### config.mk
export PLATFORM = sky130hd
export DESIGN_NAME = matrix_vector_product_flat
export DESIGN_NICKNAME = d
export VERILOG_FILES = /design/src/design/mvp_pkg.sv /design/src/design/mvp_if.sv /design/src/design/mvp_front.sv /design/src/design/mvp_queue.sv /design/src/design/mvp_back.sv /design/src/design/matrix_vector_product.sv /design/src/flat_wrapper.sv
export SDC_FILE = /design/constraint.sdc
export NUM_CORES = 2
export LEC_CHECK = 0
export BUFFER_PORTS_ARGS = -buffer_cell sky130_fd_sc_hd__buf_2
export CORE_ASPECT_RATIO = 0.75
export CORE_UTILIZATION = 45
export CTS_BUF_LIST = sky130_fd_sc_hd__clkbuf_8
export CTS_CLUSTER_DIAMETER = 60
export DETAILED_ROUTE_END_ITERATION = 10
export GPL_TIMING_DRIVEN = 0
export PLACE_DENSITY_LB_ADDON = 0.08
export SYNTH_ARGS = -nofsm -noshare
export SYNTH_HDL_FRONTEND = slang
export SYNTH_SLANG_ARGS = --single-unit
### constraint.sdc
create_clock -name clk -period 10.85 [get_ports clk]
set_clock_uncertainty 0.05 [all_clocks]
set_input_delay 2.17 -clock clk [delete_from_list [all_inputs] [get_ports clk]]
set_output_delay 2.17 -clock clk [all_outputs]
set_load 0.1 [all_outputs]
### src/design/mvp_pkg.sv
// Shared types, constants and helpers for the matrix-vector product block.
package mvp_pkg;

	localparam int MAX_DIM    = 64;
	localparam int ELEM_WIDTH = 16;

	localparam int IDX_W  = 6;
	localparam int VAL_W  = 16;
	localparam int DIM_W  = 7;
	localparam int ROW_W  = 6;
	localparam int ACC_W  = 38;
	localparam int AW     = $clog2(MAX_DIM);
	localparam int PROD_W = 2 * ELEM_WIDTH;

	localparam int QDEPTH = 4;
	localparam int QAW    = $clog2(QDEPTH);
	localparam int QCW    = $clog2(QDEPTH + 1);

	typedef enum logic {
		OP_LOAD = 1'b0,
		OP_MAC  = 1'b1
	} op_t;

	typedef struct packed {
		logic signed [ELEM_WIDTH-1:0] elem;
		logic signed [ELEM_WIDTH-1:0] vec;
		logic                         row_end;
		logic [ROW_W-1:0]             row;
		logic                         last;
	} mac_word_t;

	function automatic logic [DIM_W-1:0] eff_n(input logic [DIM_W-1:0] n);
		logic [DIM_W-1:0] r;
		r = n;
		if (n == '0) begin
			r = DIM_W'(1);
		end else if (int'(n) > MAX_DIM) begin
			r = DIM_W'(MAX_DIM);
		end
		return r;
	endfunction

endpackage

### src/design/mvp_if.sv
// Valid/ready channel interfaces for input items and result words.
interface mvp_item_if import mvp_pkg::*; ();
	logic             valid;
	logic             ready;
	logic             op;
	logic [IDX_W-1:0] elem_index;
	logic [VAL_W-1:0] elem_value;

	modport source (output valid, output op, output elem_index, output elem_value,
		input ready);
	modport sink (input valid, input op, input elem_index, input elem_value,
		output ready);
endinterface

interface mvp_result_if import mvp_pkg::*; ();
	logic             valid;
	logic             ready;
	logic [ROW_W-1:0] row_index;
	logic [ACC_W-1:0] dot_value;
	logic             last_row;

	modport source (output valid, output row_index, output dot_value, output last_row,
		input ready);
	modport sink (input valid, input row_index, input dot_value, input last_row,
		output ready);
endinterface

### src/design/mvp_front.sv
// Front end: takes items, holds the vector store, tracks row and column position.
module mvp_front import mvp_pkg::*; (
	input  logic             clk,
	input  logic             arst_n,
	input  logic             cfg_we,
	input  logic [DIM_W-1:0] cfg_wdata,
	mvp_item_if.sink         items,
	output mac_word_t        push_word,
	output logic             push_valid,
	input  logic             push_ready
);

	logic [ELEM_WIDTH-1:0] vstore [MAX_DIM];
	logic [ELEM_WIDTH-1:0] rd_q;

	logic [DIM_W-1:0] n_q;
	logic [DIM_W-1:0] neff;
	logic [IDX_W-1:0] col_q;
	logic [ROW_W-1:0] row_q;
	logic [DIM_W-1:0] col_inc;
	logic [DIM_W-1:0] row_inc;
	logic             row_end;
	logic             prod_end;
	logic             accept;
	logic             is_mac;

	logic                         valid_s1;
	logic signed [ELEM_WIDTH-1:0] elem_s1;
	logic                         col_ok_s1;
	logic                         row_end_s1;
	logic [ROW_W-1:0]             row_s1;
	logic                         last_s1;

	assign neff     = eff_n(n_q);
	assign col_inc  = DIM_W'(col_q) + DIM_W'(1);
	assign row_inc  = DIM_W'(row_q) + DIM_W'(1);
	assign row_end  = col_inc >= neff;
	assign prod_end = row_inc >= neff;

	assign items.ready = !valid_s1 || push_ready;
	assign accept      = items.valid && items.ready;
	assign is_mac      = op_t'(items.op) == OP_MAC;

	always_ff @(posedge clk or negedge arst_n) begin
		if (!arst_n) begin
			n_q <= DIM_W'(MAX_DIM);
		end else if (cfg_we) begin
			n_q <= cfg_wdata;
		end
	end

	always_ff @(posedge clk) begin
		if (accept && !is_mac && (int'(items.elem_index) < MAX_DIM)) begin
			vstore[items.elem_index[AW-1:0]] <= items.elem_value[ELEM_WIDTH-1:0];
		end
		if (accept && is_mac) begin
			rd_q <= vstore[col_q[AW-1:0]];
		end
	end

	always_ff @(posedge clk or negedge arst_n) begin
		if (!arst_n) begin
			col_q    <= '0;
			row_q    <= '0;
			valid_s1 <= 1'b0;
		end else begin
			if (items.ready) begin
				valid_s1 <= accept && is_mac;
			end
			if (accept && is_mac) begin
				if (row_end) begin
					col_q <= '0;
					row_q <= prod_end ? '0 : row_inc[ROW_W-1:0];
				end else begin
					col_q <= col_inc[IDX_W-1:0];
				end
			end
		end
	end

	always_ff @(posedge clk) begin
		if (accept && is_mac) begin
			elem_s1    <= items.elem_value[ELEM_WIDTH-1:0];
			col_ok_s1  <= int'(col_q) < MAX_DIM;
			row_end_s1 <= row_end;
			row_s1     <= row_q;
			last_s1    <= prod_end;
		end
	end

	assign push_valid        = valid_s1;
	assign push_word.elem    = elem_s1;
	assign push_word.vec     = col_ok_s1 ? rd_q : '0;
	assign push_word.row_end = row_end_s1;
	assign push_word.row     = row_s1;
	assign push_word.last    = last_s1;

`ifndef NO_ASSERTIONS
	a_load_no_push: assert property (@(posedge clk) disable iff (!arst_n)
		(accept && !is_mac) |=> !valid_s1)
		else $error("vector load produced a queue word");
	a_stall_hold: assert property (@(posedge clk) disable iff (!arst_n)
		(valid_s1 && !push_ready) |=> (valid_s1 && $stable(row_s1) && $stable(row_end_s1)))
		else $error("stalled front word changed");
`endif

endmodule

### src/design/mvp_queue.sv
// Short queue of multiply-accumulate words between front and back.
module mvp_queue import mvp_pkg::*; (
	input  logic      clk,
	input  logic      arst_n,
	input  mac_word_t push_word,
	input  logic      push_valid,
	output logic      push_ready,
	output mac_word_t pop_word,
	output logic      pop_valid,
	input  logic      pop_ready
);

	mac_word_t        entry_q [QDEPTH];
	logic [QAW-1:0]   wptr_q;
	logic [QAW-1:0]   rptr_q;
	logic [QCW-1:0]   count_q;
	logic             do_push;
	logic             do_pop;

	assign push_ready = count_q != QCW'(QDEPTH);
	assign pop_valid  = count_q != '0;
	assign pop_word   = entry_q[rptr_q];
	assign do_push    = push_valid && push_ready;
	assign do_pop     = pop_valid && pop_ready;

	always_ff @(posedge clk) begin
		if (do_push) begin
			entry_q[wptr_q] <= push_word;
		end
	end

	always_ff @(posedge clk or negedge arst_n) begin
		if (!arst_n) begin
			wptr_q  <= '0;
			rptr_q  <= '0;
			count_q <= '0;
		end else begin
			if (do_push) begin
				wptr_q <= wptr_q + QAW'(1);
			end
			if (do_pop) begin
				rptr_q <= rptr_q + QAW'(1);
			end
			if (do_push && !do_pop) begin
				count_q <= count_q + QCW'(1);
			end else if (do_pop && !do_push) begin
				count_q <= count_q - QCW'(1);
			end
		end
	end

`ifndef NO_ASSERTIONS
	a_count_range: assert property (@(posedge clk) disable iff (!arst_n)
		int'(count_q) <= QDEPTH)
		else $error("queue count beyond depth");
`endif

endmodule

### src/design/mvp_back.sv
// Back end: multiply, accumulate per row, and registered result word.
module mvp_back import mvp_pkg::*; (
	input  logic      clk,
	input  logic      arst_n,
	input  mac_word_t pop_word,
	input  logic      pop_valid,
	output logic      pop_ready,
	mvp_result_if.source results
);

	logic                     adv;
	logic                     valid_s1;
	logic signed [PROD_W-1:0] prod_s1;
	logic                     row_end_s1;
	logic [ROW_W-1:0]         row_s1;
	logic                     last_s1;
	logic [ACC_W-1:0]         acc_q;
	logic [ACC_W-1:0]         acc_sum;
	logic                     res_valid_q;
	logic [ROW_W-1:0]         res_row_q;
	logic [ACC_W-1:0]         res_dot_q;
	logic                     res_last_q;

	assign adv       = !res_valid_q || results.ready;
	assign pop_ready = adv;
	assign acc_sum   = acc_q + {{(ACC_W-PROD_W){prod_s1[PROD_W-1]}}, prod_s1};

	always_ff @(posedge clk or negedge arst_n) begin
		if (!arst_n) begin
			valid_s1    <= 1'b0;
			acc_q       <= '0;
			res_valid_q <= 1'b0;
		end else if (adv) begin
			valid_s1    <= pop_valid;
			res_valid_q <= valid_s1 && row_end_s1;
			if (valid_s1) begin
				acc_q <= row_end_s1 ? '0 : acc_sum;
			end
		end
	end

	always_ff @(posedge clk) begin
		if (adv && pop_valid) begin
			prod_s1    <= pop_word.elem * pop_word.vec;
			row_end_s1 <= pop_word.row_end;
			row_s1     <= pop_word.row;
			last_s1    <= pop_word.last;
		end
		if (adv && valid_s1 && row_end_s1) begin
			res_row_q  <= row_s1;
			res_dot_q  <= acc_sum;
			res_last_q <= last_s1;
		end
	end

	assign results.valid     = res_valid_q;
	assign results.row_index = res_row_q;
	assign results.dot_value = res_dot_q;
	assign results.last_row  = res_last_q;

`ifndef NO_ASSERTIONS
	a_acc_clear: assert property (@(posedge clk) disable iff (!arst_n)
		(adv && valid_s1 && row_end_s1) |=> (acc_q == '0))
		else $error("sum not cleared after row end");
	a_acc_idle: assert property (@(posedge clk) disable iff (!arst_n)
		!(adv && valid_s1) |=> $stable(acc_q))
		else $error("sum changed without a word");
`endif

endmodule

### src/design/matrix_vector_product.sv
// Dense matrix-vector product: vector words load the local store by index, matrix words
// stream in row-major order and one row dot product leaves per row; the block takes one
// word per cycle while results are taken, set by the single multiply-accumulate in the back
// end, and a result word is valid once the last matrix word of its row has passed the
// store read, the queue and the multiply and been accumulated into the result register,
// with a four-entry queue between the store front end and the multiplier.
module matrix_vector_product import mvp_pkg::*; (
	input  logic             clk,
	input  logic             arst_n,
	input  logic             cfg_we,
	input  logic [DIM_W-1:0] cfg_wdata,
	mvp_item_if.sink         items,
	mvp_result_if.source     results
);

	mac_word_t push_word;
	logic      push_valid;
	logic      push_ready;
	mac_word_t pop_word;
	logic      pop_valid;
	logic      pop_ready;

	mvp_front u_front (
		.clk        (clk),
		.arst_n     (arst_n),
		.cfg_we     (cfg_we),
		.cfg_wdata  (cfg_wdata),
		.items      (items),
		.push_word  (push_word),
		.push_valid (push_valid),
		.push_ready (push_ready)
	);

	mvp_queue u_queue (
		.clk        (clk),
		.arst_n     (arst_n),
		.push_word  (push_word),
		.push_valid (push_valid),
		.push_ready (push_ready),
		.pop_word   (pop_word),
		.pop_valid  (pop_valid),
		.pop_ready  (pop_ready)
	);

	mvp_back u_back (
		.clk       (clk),
		.arst_n    (arst_n),
		.pop_word  (pop_word),
		.pop_valid (pop_valid),
		.pop_ready (pop_ready),
		.results   (results)
	);

endmodule

### src/flat_wrapper.sv
// flat-port wrapper written by rule: the top's interface ports become plain ports
module matrix_vector_product_flat import mvp_pkg::*;
  (clk, arst_n, cfg_we, cfg_wdata, items_valid, items_op, items_elem_index, items_elem_value, items_ready, results_valid, results_row_index, results_dot_value, results_last_row, results_ready);
  mvp_item_if items_i ();
  mvp_result_if results_i ();
  input  logic clk;
  input  logic arst_n;
  input  logic cfg_we;
  input  logic [DIM_W-1:0] cfg_wdata;
  input wire logic [$bits(items_i.valid)-1:0] items_valid;
  input wire logic [$bits(items_i.op)-1:0] items_op;
  input wire logic [$bits(items_i.elem_index)-1:0] items_elem_index;
  input wire logic [$bits(items_i.elem_value)-1:0] items_elem_value;
  output wire logic [$bits(items_i.ready)-1:0] items_ready;
  output wire logic [$bits(results_i.valid)-1:0] results_valid;
  output wire logic [$bits(results_i.row_index)-1:0] results_row_index;
  output wire logic [$bits(results_i.dot_value)-1:0] results_dot_value;
  output wire logic [$bits(results_i.last_row)-1:0] results_last_row;
  input wire logic [$bits(results_i.ready)-1:0] results_ready;
  assign items_i.valid = items_valid;
  assign items_i.op = items_op;
  assign items_i.elem_index = items_elem_index;
  assign items_i.elem_value = items_elem_value;
  assign items_ready = items_i.ready;
  assign results_valid = results_i.valid;
  assign results_row_index = results_i.row_index;
  assign results_dot_value = results_i.dot_value;
  assign results_last_row = results_i.last_row;
  assign results_i.ready = results_ready;
  matrix_vector_product u_core (.clk(clk), .arst_n(arst_n), .cfg_we(cfg_we), .cfg_wdata(cfg_wdata), .items(items_i), .results(results_i));
endmodule
==> out/qor.csv <==
metric,value,unit
Slew @ Worst Pin,1.37,ns
most frequent cells in the layout,"1,309 x edfxtp_1, 407 x inv_1, 279 x nand2_1",
post-layout min period,9.86,ns
Die Width,438,µm
R2R Path Start,u_core.u_queue.rptr_q[0],
multi-input logic area,0.0215,mm²
period utilization,0.909,
CP Class,reg2reg,
# H-tree levels,4,
Finished Cell Area,0.0724,mm²
"Async S/R FF share, synth",0.0487,
library cells used by synthesis,73,
placed cell area,0.0684,mm²
CP Launch Type,register,
pin count of the biggest net entering global routing,66,
CP Data Arrival Time,10.47,ns
DR iter-0 viols,4054,
GP Congestion,0.902,
r2r setup slk,0.99,ns
Slew Limit Fails,0,
RSZ-0062 raised after global routing,false,
boundary pin count,82,
fmax,101,MHz
Post-synth EDFFs,1309,
Mapped Area,0.0643,mm²
"Hold Vio Cnt, Final",0,
RR Endpoint,u_core.u_back.prod_s1[30],
clk sink count,1376,
Max Cap Violations,0,
Hold Buf Count CTS,0,
synth top area cells,"edfxtp_1 61%, fa_1 8.2%, mux4_2 5.7%",
register area,0.0410,mm²
Worst Slack Setup Final,0.987,ns
post-route antenna net violation count,0,
Layout area overhead,12.6,%
drc violations,0,
setup TNS,0,ns
Crit. End Element,register,
# resized after CTS,0,
Synth Warn #,0,
Final Setup Violations,0,
Post-synth top flop,edfxtp_1,
DIE AREA,0.144,mm²
cells on worst reg2reg path,24,
Core Box Area,0.141,mm²
fraction of layout cells with a size suffix above 1,0.176,
worst hold path depth,0,
CTS tree,yes,
post-synthesis register bit count,1376,
CTS Buf Count,209,
clk_lat worst skew,0.93,ns
DR pass1 iterations,5,
DPL Wire Length,124000,µm
Hold Path Sink,u_core.u_back.results.row_index[5],
Place WS,0.996,ns
vias in the first global route,36600,
CTS max path bufs,3,
Total GRT Usage,0.248,
via density per instance,5.70,
syn avg cell area,15.7,µm²
post-route insts no fill,6495,
CP max FO,10,
initial antenna violation count,16,
Slew headroom,0.0766,
cell taking the most area after synthesis,edfxtp_1,
post-synthesis sequential area ratio,0.638,
post-synth top area share,0.612,
DR WL/cell,27.2,µm
Starting Density,0.456,
grt ovf,0,
Mapped Nets,4530,
DP Cell Count,6109,
clock slew at reported path FFs,0.06,ns
CTS root buf,clkbuf_8,
WP data required,11.45,ns
Std-Cell Rows,119,
status,finished clean,
vias,37000,
Die H,329,µm
worst min-delay path class,reg2reg,
"commonest non-fill, non-tap cell in the layout",edfxtp_1,
Post-Syn Instances,4091,
fillers,11700,
Port-buffer cells,77,
final wirelength,177000,µm
Final #Nets,4884,
first-pass GRT wire length,256000,µm
setup bufs post-CTS,0,
hold path startpoint,u_core.u_back.row_s1[5],
worst max path at each step:
stage	start	to	slack (ns)	depth (start not counted)
after floorplan	u_core.u_queue.rptr_q[0]	u_core.u_back.prod_s1[30]	3.45	26
after global placement	u_core.u_queue.rptr_q[0]	u_core.u_back.prod_s1[30]	1.00	24
after detailed placement	u_core.u_queue.rptr_q[0]	u_core.u_back.prod_s1[30]	1.0	24
after CTS	u_core.u_queue.rptr_q[0]	u_core.u_back.prod_s1[30]	0.97	24
after global routing	u_core.u_queue.rptr_q[0]	u_core.u_back.prod_s1[28]	0.35	24
final	u_core.u_queue.rptr_q[0]	u_core.u_back.prod_s1[30]	0.99	24
state kept, by name (all words and copies together) (netlist names), 7 cells and up:
signal and cells:
u_core.u_front.vstore 1024, u_core.u_front.n_q 7, u_core.u_back.results.dot_value 38, u_core.u_front.elem_s1 16, u_core.u_back.acc_q 38, u_core.u_back.prod_s1 32
u_core.u_front.rd_q 16, u_core.u_queue.entry_q 160
routing by layer:
| metal | GRT usage | vias up | routed length [µm] |
|---|---|---|---|
| li1 | - | 16000 | - |
| met1 | 0.408 | 19200 | 86600 |
| met2 | 0.331 | 1585 | 70700 |
| met3 | 0.0525 | 229 | 16200 |
| met4 | 0.0584 | 4 | 3240 |
| met5 | 0 | - | 24 |
synth_stat cells, types with 68 or more instances:
master    count
a21oi_1     183
clkbuf_1    107
edfxtp_1   1309
fa_1        264
ha_1        140
inv_1       342
mux2_2       95
mux2i_1     214
mux4_2      162
nand2_1     279
nor2_1      214
o21ai_0     110
o22ai_1      68
stage by stage:
step	utilization	hold slack, ns
after floorplan	-	0.350
after global placement	0.475	0.352
after detailed placement	0.485	0.357
after CTS	0.513	0.376
after global routing	0.513	0.393
final	0.513	0.372
cell families (layout without fill, tap and decap cells):
logic type,count (synthesis),count (layout),share of synthesized area
DFF,1376,1376,0.638
and+or+nand+nor,624,624,0.0415
buffers and inverters,514,1037,0.0310
muxes,471,471,0.107
AOI/OAI and AO/OA,616,616,0.0617
xor gates and xnor gates,86,86,0.0117
adders and majority gates,404,404,0.110
other,0,6,0
worst max-delay path: stages, from the launching register on:
cell and delay (ns):
dfrtp_1 0.32, buf_2 0.29, buf_1 0.62, mux2_2 0.42, o21ai_1 0.81, clkbuf_1 0.63, nor2_1 0.14, fa_1 0.56
inv_1 0.05, fa_1 0.46, fa_1 0.51, inv_1 0.05, fa_1 0.49, fa_1 0.49, inv_1 0.05, fa_1 0.47
inv_1 0.04, ha_1 0.35, a21oi_1 0.44, a2111oi_0 0.30, a2111oi_1 1.01, nor3_1 0.18, or3_1 0.43, a21oi_2 0.17
xnor2_1 0.26
final cells by class:
cell class                 instances  area share
sequential                      1376       0.566
multi-input combinational       2201       0.297
clock buffer                     214      0.0407
tap                             1875      0.0324
timing repair buffer             143      0.0231
inverter                         343      0.0178
clock inverter                   166      0.0130
buffer                           171     0.00977
antenna                            6    0.000207
Power is left out: the tool's default activity adds up to more than one toggle a clock period on the data nets, which glitch-free logic cannot reach.
